File: config.mk
export PLATFORM = sky130hd
export DESIGN_NAME = text_pager_line_wrap_counter_top
export DESIGN_NICKNAME = d
export VERILOG_FILES = /design/src/design/tplc_pkg.sv /design/src/design/tplc_ctrl.sv /design/src/design/tplc_dp.sv /design/src/design/text_pager_line_wrap_counter_top.sv
export SDC_FILE = /design/constraint.sdc
export NUM_CORES = 1
export LEC_CHECK = 0
export BUFFER_PORTS_ARGS = -buffer_cell sky130_fd_sc_hd__buf_4
export CAP_MARGIN = 30
export CORE_AREA = 2 2 221 223
export CTS_CLUSTER_DIAMETER = 150
export CTS_CLUSTER_SIZE = 20
export DETAILED_ROUTE_END_ITERATION = 10
export DIE_AREA = 0 0 223 225
export HOLD_SLACK_MARGIN = 0.12
export SLEW_MARGIN = 10
export SYNTH_ARGS = -nofsm -noshare
export SYNTH_HDL_FRONTEND = slang
export SYNTH_SLANG_ARGS = --single-unit
File: constraint.sdc
create_clock -name i_clk -period 5.6 [get_ports i_clk]
set_clock_uncertainty 0.15 [all_clocks]
set_input_delay 0.28 -clock i_clk [delete_from_list [all_inputs] [get_ports i_clk]]
set_output_delay 0.28 -clock i_clk [all_outputs]
set_load 0.03 [all_outputs]
File: src/design/tplc_pkg.sv
package tplc_pkg;

    localparam int unsigned TAB_STOP = 8;

    localparam int unsigned BYTES_W = 32;
    localparam int unsigned COL_W   = 9;
    localparam int unsigned TOTAL_W = 31;
    localparam int unsigned PROD_W  = 39;
    localparam int unsigned DVS_W   = 37;
    localparam int unsigned PCT_W   = 7;

    localparam logic [1:0] OP_TEXT = 2'd0;
    localparam logic [1:0] OP_KEY  = 2'd1;
    localparam logic [1:0] OP_EOS  = 2'd2;

    localparam logic [1:0] KIND_EMIT   = 2'd0;
    localparam logic [1:0] KIND_PROMPT = 2'd1;
    localparam logic [1:0] KIND_QUIT   = 2'd2;

    localparam logic [1:0] REG_ROWS   = 2'd0;
    localparam logic [1:0] REG_COLS   = 2'd1;
    localparam logic [1:0] REG_PAGING = 2'd2;
    localparam logic [1:0] REG_TOTAL  = 2'd3;

    localparam logic [7:0] RST_ROWS = 8'd24;
    localparam logic [7:0] RST_COLS = 8'd80;

    localparam logic [7:0] CH_BS    = 8'h08;
    localparam logic [7:0] CH_HT    = 8'h09;
    localparam logic [7:0] CH_LF    = 8'h0A;
    localparam logic [7:0] CH_CR    = 8'h0D;
    localparam logic [7:0] CH_ETX   = 8'h03;
    localparam logic [7:0] CH_SPACE = 8'h20;
    localparam logic [7:0] CH_Q_UP  = 8'h51;
    localparam logic [7:0] CH_Q_LO  = 8'h71;

    localparam logic [6:0] PCT_FULL = 7'd100;

    typedef enum logic [2:0] {
        S_IDLE,
        S_EXEC,
        S_MUL,
        S_DINIT,
        S_DSTEP,
        S_PCT
    } t_state;

    typedef struct packed {
        logic latch_in;
        logic commit;
        logic mul;
        logic dinit;
        logic dstep;
        logic load_pct;
    } t_cmd;

    typedef struct packed {
        logic out_free;
        logic ask;
        logic pct_needed;
        logic div_done;
    } t_stat;

    typedef struct packed {
        logic        en;
        logic [1:0]  idx;
        logic [31:0] data;
    } t_cfg_wr;

    typedef struct packed {
        logic [7:0]         rows;
        logic [7:0]         cols;
        logic               paging;
        logic [TOTAL_W-1:0] total;
    } t_cfg_rd;

    function automatic logic [7:0] page_lines(input logic [7:0] rows);
        logic [7:0] r;
        r = (rows < 8'd2) ? 8'd2 : rows;
        return r - 8'd1;
    endfunction

endpackage

File: src/design/tplc_ctrl.sv
module tplc_ctrl
    import tplc_pkg::*;
(
    input  logic  i_clk,
    input  logic  i_rst_n,
    input  logic  i_in_valid,
    output logic  o_in_ready,
    input  t_stat i_stat,
    output t_cmd  o_cmd
);

    t_state r_state;
    t_state n_state;

    always_ff @(posedge i_clk) begin
        if (!i_rst_n) begin
            r_state <= S_IDLE;
        end else begin
            r_state <= n_state;
        end
    end

    always_comb begin
        n_state = r_state;
        unique case (r_state)
            S_IDLE: begin
                if (i_in_valid) begin
                    n_state = S_EXEC;
                end
            end
            S_EXEC: begin
                if (i_stat.out_free) begin
                    n_state = (i_stat.ask && i_stat.pct_needed) ? S_MUL : S_IDLE;
                end
            end
            S_MUL:   n_state = S_DINIT;
            S_DINIT: n_state = S_DSTEP;
            S_DSTEP: begin
                if (i_stat.div_done) begin
                    n_state = S_PCT;
                end
            end
            S_PCT: begin
                if (i_stat.out_free) begin
                    n_state = S_IDLE;
                end
            end
            default: n_state = S_IDLE;
        endcase
    end

    always_comb begin
        o_cmd      = '0;
        o_in_ready = 1'b0;
        unique case (r_state)
            S_IDLE: begin
                o_in_ready   = 1'b1;
                o_cmd.latch_in = i_in_valid;
            end
            S_EXEC:  o_cmd.commit   = i_stat.out_free;
            S_MUL:   o_cmd.mul      = 1'b1;
            S_DINIT: o_cmd.dinit    = 1'b1;
            S_DSTEP: o_cmd.dstep    = 1'b1;
            S_PCT:   o_cmd.load_pct = i_stat.out_free;
            default: o_in_ready = 1'b0;
        endcase
    end

`ifndef SYNTHESIS
    a_pct_after_div: assert property (@(posedge i_clk) disable iff (!i_rst_n)
        (r_state == S_PCT) |-> ($past(r_state) == S_DSTEP || $past(r_state) == S_PCT))
        else $error("percentage state entered without a division");
    a_mul_after_exec: assert property (@(posedge i_clk) disable iff (!i_rst_n)
        (r_state == S_MUL) |-> ($past(r_state) == S_EXEC && $past(i_stat.ask)))
        else $error("multiply started without a prompt");
`endif

endmodule

File: src/design/tplc_dp.sv
module tplc_dp
    import tplc_pkg::*;
(
    input  logic          i_clk,
    input  logic          i_rst_n,
    input  t_cmd          i_cmd,
    output t_stat         o_stat,
    input  t_cfg_wr       i_cfg_wr,
    output t_cfg_rd       o_cfg_rd,
    input  logic [1:0]    i_opcode,
    input  logic [7:0]    i_byte_value,
    input  logic          i_stream_start,
    output logic          o_out_valid,
    input  logic          i_out_ready,
    output logic [1:0]    o_result_kind,
    output logic [7:0]    o_out_byte,
    output logic          o_percent_known,
    output logic [6:0]    o_percent_done
);

    logic [7:0]         r_rows;
    logic [7:0]         r_cols;
    logic               r_paging;
    logic [TOTAL_W-1:0] r_total;

    logic [1:0] r_op;
    logic [7:0] r_byte;
    logic       r_start;

    logic [COL_W-1:0]   r_col,   n_col;
    logic [7:0]         r_left,  n_left;
    logic [BYTES_W-1:0] r_bytes, n_bytes;
    logic               r_wait,  n_wait;
    logic [7:0]         r_held,  n_held;
    logic               r_haw,   n_haw;
    logic               r_quit,  n_quit;

    logic [PROD_W-1:0] r_rem;
    logic [DVS_W-1:0]  r_dvs;
    logic [PCT_W-1:0]  r_quo;
    logic              r_ovf;
    logic [2:0]        r_dcnt;

    logic       r_ov;
    logic [1:0] r_kind;
    logic [7:0] r_obyte;
    logic       r_known;
    logic [6:0] r_pct;

    logic       ex_res;
    logic       ex_ask;
    logic [1:0] ex_kind;
    logic [7:0] ex_obyte;

    logic [7:0] pl;
    logic [7:0] wc;
    logic       out_free;
    logic       load_ex;
    logic       step_ge;
    logic [6:0] pct_val;

    assign pl       = page_lines(r_rows);
    assign wc       = (r_cols < 8'd2) ? 8'd2 : r_cols;
    assign out_free = !r_ov || i_out_ready;

    always_comb begin
        logic [7:0]         c;
        logic [COL_W-1:0]   col;
        logic [7:0]         left;
        logic [BYTES_W-1:0] bcnt;
        logic [COL_W:0]     tab_sum;
        logic               do_run;
        logic               do_fin;
        c        = r_byte;
        col      = r_col;
        left     = r_left;
        bcnt     = r_bytes;
        tab_sum  = '0;
        do_run   = 1'b0;
        do_fin   = 1'b0;
        n_wait   = r_wait;
        n_held   = r_held;
        n_haw    = r_haw;
        n_quit   = r_quit;
        ex_res   = 1'b0;
        ex_ask   = 1'b0;
        ex_kind  = KIND_EMIT;
        ex_obyte = 8'h00;
        if (!r_quit) begin
            case (r_op)
                OP_TEXT: begin
                    if (!r_wait) begin
                        if (r_start) begin
                            bcnt = '0;
                            col  = '0;
                            if (left == 8'd0) begin
                                left = pl;
                            end
                        end
                        if (r_paging && left == 8'd0) begin
                            ex_ask = 1'b1;
                            n_held = r_byte;
                            n_haw  = 1'b0;
                        end else begin
                            do_run = 1'b1;
                        end
                    end
                end
                OP_KEY: begin
                    if (r_wait) begin
                        n_wait = 1'b0;
                        if (r_byte inside {CH_Q_LO, CH_Q_UP, CH_ETX}) begin
                            n_quit  = 1'b1;
                            ex_res  = 1'b1;
                            ex_kind = KIND_QUIT;
                        end else begin
                            left = (r_byte == CH_CR || r_byte == CH_LF) ? 8'd1 : pl;
                            c    = r_held;
                            if (r_haw) begin
                                do_fin = 1'b1;
                            end else begin
                                do_run = 1'b1;
                            end
                        end
                    end
                end
                OP_EOS: begin
                    if (!r_wait && col != '0) begin
                        col = '0;
                        if (r_paging && left != 8'd0) begin
                            left = left - 8'd1;
                        end
                        ex_res   = 1'b1;
                        ex_obyte = CH_LF;
                    end
                end
                default: ;
            endcase
            if (do_run) begin
                bcnt = bcnt + 1'b1;
                case (c)
                    CH_LF: begin
                        col = '0;
                        if (r_paging && left != 8'd0) begin
                            left = left - 8'd1;
                        end
                        ex_res   = 1'b1;
                        ex_obyte = c;
                    end
                    CH_CR: begin
                        col      = '0;
                        ex_res   = 1'b1;
                        ex_obyte = c;
                    end
                    CH_BS: begin
                        if (col != '0) begin
                            col = col - 1'b1;
                        end
                        ex_res   = 1'b1;
                        ex_obyte = c;
                    end
                    default: begin
                        if (col >= {1'b0, wc}) begin
                            col = '0;
                            if (r_paging && left != 8'd0) begin
                                left = left - 8'd1;
                            end
                            if (r_paging && left == 8'd0) begin
                                ex_ask = 1'b1;
                                n_held = c;
                                n_haw  = 1'b1;
                            end else begin
                                do_fin = 1'b1;
                            end
                        end else begin
                            do_fin = 1'b1;
                        end
                    end
                endcase
            end
            if (do_fin) begin
                if (c == CH_HT) begin
                    tab_sum = {1'b0, col} + (COL_W + 1)'(TAB_STOP);
                    tab_sum = tab_sum - (tab_sum % (COL_W + 1)'(TAB_STOP));
                    col     = tab_sum[COL_W-1:0];
                end else if (c >= CH_SPACE) begin
                    col = col + 1'b1;
                end
                ex_res   = 1'b1;
                ex_obyte = c;
            end
            if (ex_ask) begin
                n_wait   = 1'b1;
                ex_res   = 1'b1;
                ex_kind  = KIND_PROMPT;
                ex_obyte = 8'h00;
            end
        end
        n_col   = col;
        n_left  = left;
        n_bytes = bcnt;
    end

    always_ff @(posedge i_clk) begin
        if (!i_rst_n) begin
            r_rows   <= RST_ROWS;
            r_cols   <= RST_COLS;
            r_paging <= 1'b1;
            r_total  <= '0;
            r_col    <= '0;
            r_left   <= page_lines(RST_ROWS);
            r_bytes  <= '0;
            r_wait   <= 1'b0;
            r_held   <= '0;
            r_haw    <= 1'b0;
            r_quit   <= 1'b0;
        end else if (i_cfg_wr.en) begin
            unique case (i_cfg_wr.idx)
                REG_ROWS: begin
                    r_rows <= i_cfg_wr.data[7:0];
                    if (!r_wait) begin
                        r_left <= page_lines(i_cfg_wr.data[7:0]);
                    end
                end
                REG_COLS:   r_cols   <= i_cfg_wr.data[7:0];
                REG_PAGING: r_paging <= i_cfg_wr.data[0];
                REG_TOTAL:  r_total  <= i_cfg_wr.data[TOTAL_W-1:0];
                default: ;
            endcase
        end else if (i_cmd.commit) begin
            r_col   <= n_col;
            r_left  <= n_left;
            r_bytes <= n_bytes;
            r_wait  <= n_wait;
            r_held  <= n_held;
            r_haw   <= n_haw;
            r_quit  <= n_quit;
        end
    end

    always_ff @(posedge i_clk) begin
        if (i_cmd.latch_in) begin
            r_op    <= i_opcode;
            r_byte  <= i_byte_value;
            r_start <= i_stream_start;
        end
    end

    assign step_ge = r_rem >= PROD_W'(r_dvs);

    always_ff @(posedge i_clk) begin
        if (!i_rst_n) begin
            r_dcnt <= '0;
        end else if (i_cmd.dinit) begin
            r_dcnt <= 3'(PCT_W - 1);
        end else if (i_cmd.dstep) begin
            r_dcnt <= r_dcnt - 1'b1;
        end
    end

    always_ff @(posedge i_clk) begin
        if (i_cmd.mul) begin
            r_rem <= PROD_W'(r_bytes) * PROD_W'(PCT_FULL);
        end else if (i_cmd.dstep && step_ge) begin
            r_rem <= r_rem - PROD_W'(r_dvs);
        end
        if (i_cmd.dinit) begin
            r_ovf <= r_rem >= PROD_W'({r_total, 7'b0});
            r_dvs <= {r_total, 6'b0};
            r_quo <= '0;
        end else if (i_cmd.dstep) begin
            r_dvs <= r_dvs >> 1;
            r_quo <= {r_quo[PCT_W-2:0], step_ge};
        end
    end

    assign pct_val = (r_ovf || r_quo > PCT_FULL) ? PCT_FULL : r_quo;
    assign load_ex = i_cmd.commit && ex_res && !(ex_ask && r_total != '0);

    always_ff @(posedge i_clk) begin
        if (!i_rst_n) begin
            r_ov <= 1'b0;
        end else if (load_ex || i_cmd.load_pct) begin
            r_ov <= 1'b1;
        end else if (i_out_ready) begin
            r_ov <= 1'b0;
        end
    end

    always_ff @(posedge i_clk) begin
        if (load_ex) begin
            r_kind  <= ex_kind;
            r_obyte <= ex_obyte;
            r_known <= 1'b0;
            r_pct   <= '0;
        end else if (i_cmd.load_pct) begin
            r_kind  <= KIND_PROMPT;
            r_obyte <= 8'h00;
            r_known <= 1'b1;
            r_pct   <= pct_val;
        end
    end

    assign o_stat.out_free   = out_free;
    assign o_stat.ask        = ex_ask;
    assign o_stat.pct_needed = r_total != '0;
    assign o_stat.div_done   = r_dcnt == 3'd0;

    assign o_cfg_rd.rows   = r_rows;
    assign o_cfg_rd.cols   = r_cols;
    assign o_cfg_rd.paging = r_paging;
    assign o_cfg_rd.total  = r_total;

    assign o_out_valid     = r_ov;
    assign o_result_kind   = r_kind;
    assign o_out_byte      = r_obyte;
    assign o_percent_known = r_known;
    assign o_percent_done  = r_pct;

`ifndef SYNTHESIS
    a_no_wait_after_quit: assert property (@(posedge i_clk) disable iff (!i_rst_n)
        !(r_quit && r_wait))
        else $error("key awaited after quit");
    a_left_in_page: assert property (@(posedge i_clk) disable iff (!i_rst_n)
        r_left <= pl)
        else $error("lines left exceed a page");
    a_no_overwrite: assert property (@(posedge i_clk) disable iff (!i_rst_n)
        (load_ex || i_cmd.load_pct) |-> (!r_ov || i_out_ready))
        else $error("pending result overwritten");
`endif

endmodule

File: src/design/text_pager_line_wrap_counter_top.sv
// Pager line counter: text bytes are passed through one item at a time while the display
// column and the lines left on the page are tracked; at a page end in paged mode the byte
// is held and a prompt item is returned, and the next key item refills the page or a line
// or quits. A text, key or end-of-stream item is latched into the input registers, and its
// column and line update is then committed together with the load of its result, if any.
// A prompt with a known stream size goes through the latch and update steps, a multiply
// step, a restoring divider (one setup step, then one quotient bit per cycle for seven
// bits) and a step that loads the result register. The result register frees the input
// side, so a new item is accepted while a result waits; that item then stays in its
// update state until the waiting result is taken.
module text_pager_line_wrap_counter_top
    import tplc_pkg::*;
(
    input  logic        i_clk,
    input  logic        i_rst_n,
    input  logic        i_in_valid,
    output logic        o_in_ready,
    input  logic [1:0]  i_opcode,
    input  logic [7:0]  i_byte_value,
    input  logic        i_stream_start,
    output logic        o_out_valid,
    input  logic        i_out_ready,
    output logic [1:0]  o_result_kind,
    output logic [7:0]  o_out_byte,
    output logic        o_percent_known,
    output logic [6:0]  o_percent_done,
    input  logic        psel,
    input  logic        penable,
    input  logic        pwrite,
    input  logic [3:0]  paddr,
    input  logic [31:0] pwdata,
    output logic [31:0] prdata,
    output logic        pready
);

    t_cmd    cmd;
    t_stat   stat;
    t_cfg_wr cfg_wr;
    t_cfg_rd cfg_rd;

    assign pready      = 1'b1;
    assign cfg_wr.en   = psel && penable && pwrite;
    assign cfg_wr.idx  = paddr[3:2];
    assign cfg_wr.data = pwdata;

    always_comb begin
        unique case (paddr[3:2])
            REG_ROWS:   prdata = {24'd0, cfg_rd.rows};
            REG_COLS:   prdata = {24'd0, cfg_rd.cols};
            REG_PAGING: prdata = {31'd0, cfg_rd.paging};
            REG_TOTAL:  prdata = {1'b0, cfg_rd.total};
            default:    prdata = '0;
        endcase
    end

    tplc_ctrl u_ctrl (
        .i_clk      (i_clk),
        .i_rst_n    (i_rst_n),
        .i_in_valid (i_in_valid),
        .o_in_ready (o_in_ready),
        .i_stat     (stat),
        .o_cmd      (cmd)
    );

    tplc_dp u_dp (
        .i_clk           (i_clk),
        .i_rst_n         (i_rst_n),
        .i_cmd           (cmd),
        .o_stat          (stat),
        .i_cfg_wr        (cfg_wr),
        .o_cfg_rd        (cfg_rd),
        .i_opcode        (i_opcode),
        .i_byte_value    (i_byte_value),
        .i_stream_start  (i_stream_start),
        .o_out_valid     (o_out_valid),
        .i_out_ready     (i_out_ready),
        .o_result_kind   (o_result_kind),
        .o_out_byte      (o_out_byte),
        .o_percent_known (o_percent_known),
        .o_percent_done  (o_percent_done)
    );

endmodule
* Yosys cells after proc, flatten, opt, wreduce, memory -nomap -nowiden
Index checks and enable logic that the tools add are counted.
W data, S select, Z words.
** Storage, ports and cells
- Bits in registers :: 228
- Logic and storage cells :: 269
** Operators by class
- $add $sub $neg :: 11
- Multipliers :: 1
- Magnitude comparators :: 8
- Equal/unequal tests :: 26
- Muxes and demuxes :: 142
- Bitwise gates (word level) :: 3
- Reduce and logical (&&, ||, !) cells :: 50
** Operators by type and width (count)
- $mux W8 :: 46
- $mux W32 :: 5
- $pmux W32 S4 :: 1
- $mux W9 :: 11
- $mux W39 :: 2
- $mux W37 :: 2
- $mux W1 :: 52
- $eq A8 B4 Y1 const B :: 6
- $ge A39 B37 Y1 :: 1
- $ge A39 B38 Y1 :: 1
- $sub A39 B37 Y39 :: 1
- $mul A32 B5 Y37 const B :: 1
- $pmux W9 S2 :: 2
- $add A32 B1 Y32 const B :: 1
- $sub A8 B1 Y8 const B :: 4
- $reduce_bool A31 Y1 :: 1
- $logic_not A8 Y1 :: 3
- $lt A8 B2 Y1 const B :: 3
- $pmux W8 S3 :: 1
- $mux W3 :: 6
- $pmux W3 S6 :: 1
- $reduce_bool A9 Y1 :: 2
- $eq A8 B7 Y1 const B :: 2
- $mux W2 :: 8
- 34 further kinds :: 78

* Longest topological paths before layout
- Word-level depth :: 32
- Depth in mapped cells :: 24
- Gate-level depth less buffers :: 21

* By module
A second synthesis with hierarchy kept.
** Second synthesis, totals
- Cells, all modules :: 2214
- Area, all modules :: 18487.7 um^2
** By module, submodules not included
- tplc_dp :: times used 1, cells an instance 2136, area an instance 17885.9 um^2
- text_pager_line_wrap_counter_top :: times used 1, cells an instance 50, area an instance 386.6 um^2
- tplc_ctrl :: times used 1, cells an instance 28, area an instance 215.2 um^2

* Worst setup path after synthesis
No wires, ideal clock.
- Path type :: flip-flop to flip-flop
- Start point :: reg u_dp.r_rows[2]
- End point :: reg u_dp.r_col[7]
- Arrival :: 4.676 ns
- Required time :: 5.388 ns
- Slack :: 0.712 ns
- Cell stages (with the launch flop) :: 19
- Buffers on the path :: 3
- Clock period less this slack :: 4.888 ns
- Path through :: dfxtp_1 > buf_2 > or4_1 > o21ai_0 > ha_1 > or3b_4 > o31a_1 > o21ai_0 > a41oi_2 > or2_0 > buf_2 > o31ai_2 > buf_6 > a21oi_1 > o22ai_1 > ha_1 > or4b_1 > or4_1 > nand3_1
** Between the ends
- Word-level cells in the longest chain between the ends :: 26
- Elaborated cells on any way between the ends :: 43
- Those cells by class :: 5 x add/sub; 1 x order compare; 31 x mux; 6 x reduce/logical
** Ends and longest elaborated chain
- start, declared :: line tplc_dp.sv:21 : logic [7:0] r_rows;
- start signal, assigned :: line tplc_dp.sv:220 : r_rows <= i_cfg_wr.data[7:0];
- $lt A8 B2 Y1 :: line tplc_pkg.sv:79 : r = (rows < 8'd2) ? 8'd2 : rows;
- $mux W8 (*) :: line tplc_pkg.sv:79
- $sub A8 B1 Y8 (*) :: line tplc_pkg.sv:80 : return r - 8'd1;
- parallel branches: the longest is 22 deep, another holds $mux W9
- $mux W9 (*) :: line tplc_dp.sv:181 : if (do_fin) begin
- end signal, assigned :: line tplc_dp.sv:231 : r_col <= n_col;
- end, declared :: line tplc_dp.sv:30 : logic [COL_W-1:0] r_col, n_col;
Every way passes the cells marked *. The select of a mux whose other input is x is not followed.
A chain may end at the register's enable or synchronous reset.

* Worst setup path after layout
- Start point :: reg u_dp.r_bytes[2]
- End point :: reg u_dp.r_rem[38] (data pin)
** Between the ends
- Word-level cells in the longest chain between the ends :: 2
** Ends and longest elaborated chain
- start, declared :: line tplc_dp.sv:32 : logic [BYTES_W-1:0] r_bytes, n_bytes;
- start signal, assigned :: line tplc_dp.sv:233 : r_bytes <= n_bytes;
- $mul A32 B5 Y37 :: line tplc_dp.sv:263 : r_rem <= PROD_W'(r_bytes) * PROD_W'(PCT_FULL);
- $mux W39 :: line tplc_dp.sv:262 : if (i_cmd.mul) begin
- end signal, assigned :: line tplc_dp.sv:263
- end signal, assigned :: line tplc_dp.sv:265 : r_rem <= r_rem - PROD_W'(r_dvs);
- end, declared :: line tplc_dp.sv:38 : logic [PROD_W-1:0] r_rem;
No other way between the ends.

==> results.cfg <==
[clock_network]
htree_levels = 1
cts.sinks = 228
cts_buffers = 15
clockBufferDepth = 3
clk_latency_ns = 0.51
clk_pin_slew_ns = 0.09
cts_tree = yes
clockRootBuffer = clkbuf_16

[timing]
rsz0062_at_grt = no
drv_slew = 0
post-route-period-util = 0.935
slew_headroom = 0.352
hold_viol_final = 0
min_period_ns = 5.24
max_freq_mhz = 191
setup_viol = 0
fin_setup_tns_ns = 0
worstMarginPinSlew_ns = 0.973

[detailed_routing]
postRouteAntennaNets = 0
post_drt_wl_per_cell_um = 17.6
drt_iter0_markers = 1136
num_vias = 15783
drc = 0
drt-total-wl_mm = 50.9
firstDrtPassIters = 6
viasPerCell = 5.46

[global_routing]
grt_pass1_vias = 15522
grt_pass1_wl_mm = 82.4
grt_max_degree = 81
grt_overflow_total = 0
antenna_found_initial = 0
grt_use_total = 0.201

[critical_path]
end_kind = flip-flop
r2r-start = u_dp.r_bytes[2]
reg2reg_depth = 18
crit_fanout = 8
critPathArrivalTime_ns = 5.33
crit_type = flip-flop to flip-flop
critPathLaunchType = flip-flop
worstPathRequired_ns = 5.70
reg2reg_to = u_dp.r_rem[38]
rrSetupSlack_ns = 0.36

[yosys]
yosysUniqueCellTypes = 107
netlist_instances = 2128
synth_area_per_cell_um2 = 8.44
synth_warnings = 0
synth_edf_count = 90
async_reset_ff_frac = 0
synth_flop_cell = dfxtp_1
ys_seq_elements = 228
syn_nets = 2401
ys_seq_area_frac = 0.304
synth_area_um2 = 18000

[pwr]
p_leak_uw = 0.00881
cellPowerDensity_nw_per_um2 = 163
peakVddDrop_mv = 0.151
total_power_uw = 3350

[finish]
final_common_cell = inv_1
num-fill-cells = 4619
fin_nets = 2543
drive_above_1_share = 0.101
final_cell_mix = inv_1 (243), nand2_1 (222), ha_1 (191)
final_cells = 2893
area_delta_synth_final_pct = 14.2
antenna_cells = 0

[hold_path]
worstHoldStart = penable
holdPathStages = 5
hp-class = primary input to flip-flop
holdPathEnd = u_dp.r_left[5]

[die]
die_h_um = 225
rows = 80
dieWidth_um = 223
start_util = 0.378
dieArea_um2 = 50200
pin_count = 107
core_area_um2 = 47500

[place]
portBuffers = 101
place_inst = 2816
place_hpwl_mm = 39.4
globalplace.congestion = 0.946

[flow_run]
drv_cap = 0

[status]
status = complete, no violations
[cell usage after synthesis, drive strengths merged, types with 14 or more instances]
library cell    n  share of area
a211oi         19         0.0092
a21o           39          0.016
a21oi         127          0.036
a22o           41          0.020
a31oi          22         0.0077
and2           14         0.0052
and3           20         0.0070
buf            15         0.0059
clkbuf         64          0.013
dfxtp         138           0.15
edfxtp         90           0.15
fa             28          0.031
ha            191           0.13
inv           244          0.051
mux2i          32          0.018
nand2         223          0.047
nand2b         25         0.0087
nand3          59          0.017
nand4          29          0.010
nor2          175          0.037
nor2b          18         0.0063
nor3           48          0.014
nor4           20         0.0077
o21a           32          0.014
o21ai          78          0.022
o22ai          42          0.015
o31ai          15         0.0073
or3            16         0.0056
xnor2          55          0.027
xor2           42          0.020
[worst max path at each step]
stage	cells past startpoint	startpoint	end
finish	18	u_dp.r_bytes[2]	u_dp.r_rem[38]
global placement	18	u_dp.r_bytes[2]	u_dp.r_rem[38]
global route	18	u_dp.r_bytes[2]	u_dp.r_rem[38]
detailed placement	18	u_dp.r_bytes[2]	u_dp.r_rem[38]
floorplan	18	u_dp.r_rows[2]	u_dp.r_col[7]
CTS	18	u_dp.r_bytes[2]	u_dp.r_rem[38]
[cell families (layout without fill, tap and decap cells)]
family | after synthesis | in the layout | synth area share
AOI/OAI and AO/OA | 524 | 524 | 0.204
xor gates and xnor gates | 97 | 97 | 0.0473
adders and majority gates | 219 | 219 | 0.164
buffers and inverters | 323 | 473 | 0.0703
DFF | 228 | 228 | 0.304
muxes | 35 | 35 | 0.0203
other | 2 | 2 | 0.000418
and+or+nand+nor | 700 | 700 | 0.189
[metal layers]
layer  vias up  global-route usage  wire length, um
met5         -                   0                0
met4         0              0.0533             1150
met3        51              0.0167             2130
met2       371               0.332            23100
met1      7517               0.281            24600
li1       7844                   -                -
[stage by stage]
stage	utilization	hold WS (ns)	setup slack, ns	cell area, um^2
final	0.432	0.195	0.365	20500
after global routing	0.432	0.232	0.0163	20500
after CTS	0.431	0.168	0.323	20500
after detailed placement	0.411	0.299	0.338	19600
after global placement	0.411	0.286	0.398	19500
after floorplan	-	0.229	0.712	18000
[flip-flops by register name (all words and copies together), names as in the netlist, 3 cells and up]
signal	flops
u_dp.r_rem	39
u_dp.r_dvs	37
u_dp.r_bytes	32
u_dp.r_total	31
u_dp.r_col	9
u_dp.o_out_byte	8
u_dp.r_byte	8
u_dp.r_cols	8
u_dp.r_held	8
u_dp.r_left	8
u_dp.r_rows	8
u_dp.o_percent_done	7
u_dp.r_quo	7
u_ctrl.r_state	3
u_dp.r_dcnt	3
[critical path, cell delays in order, from the launching register on]
cell	delay, ns
dfxtp_1	0.47
ha_1	0.29
ha_1	0.28
inv_1	0.05
fa_1	0.49
inv_1	0.04
ha_1	0.33
a21o_1	0.19
a21oi_1	0.24
o21bai_1	0.12
o31ai_1	0.35
a221oi_1	0.20
a31oi_1	0.33
o311ai_0	0.21
o41a_1	0.38
a41o_1	0.27
o41a_1	0.32
xnor2_1	0.16
o22ai_1	0.09
[power breakdown]
| group | internal [uW] | total [uW] | switching, uW | leakage (uW) |
|---|---|---|---|---|
| clock | 554 | 1160 | 605 | 0.000213 |
| combinational | 172 | 419 | 247 | 0.00668 |
| sequential | 1740 | 1770 | 29.2 | 0.00191 |
[area by class of cell]
cell class                      count  area [um^2]  area share
Clock inverter                      2         38.8     0.00189
Timing Repair Buffer              204         1670      0.0815
Sequential cell                   228         5470       0.266
Clock buffer                       23          405      0.0198
Multi-Input combinational cell   1577        11200       0.548
Tap cell                          615          769      0.0375
Inverter                          244          916      0.0446
[repair_timing]
item / CTS / global route
gates resized for setup: 0 / 1
buffers inserted: 0 / 0
endpoints found under the hold margin: 78 / 1
hold buffers: 49 / 2
endpoints found under the setup margin: 0 / 10
No activity file was read; power rests on OpenSTA's default activity.
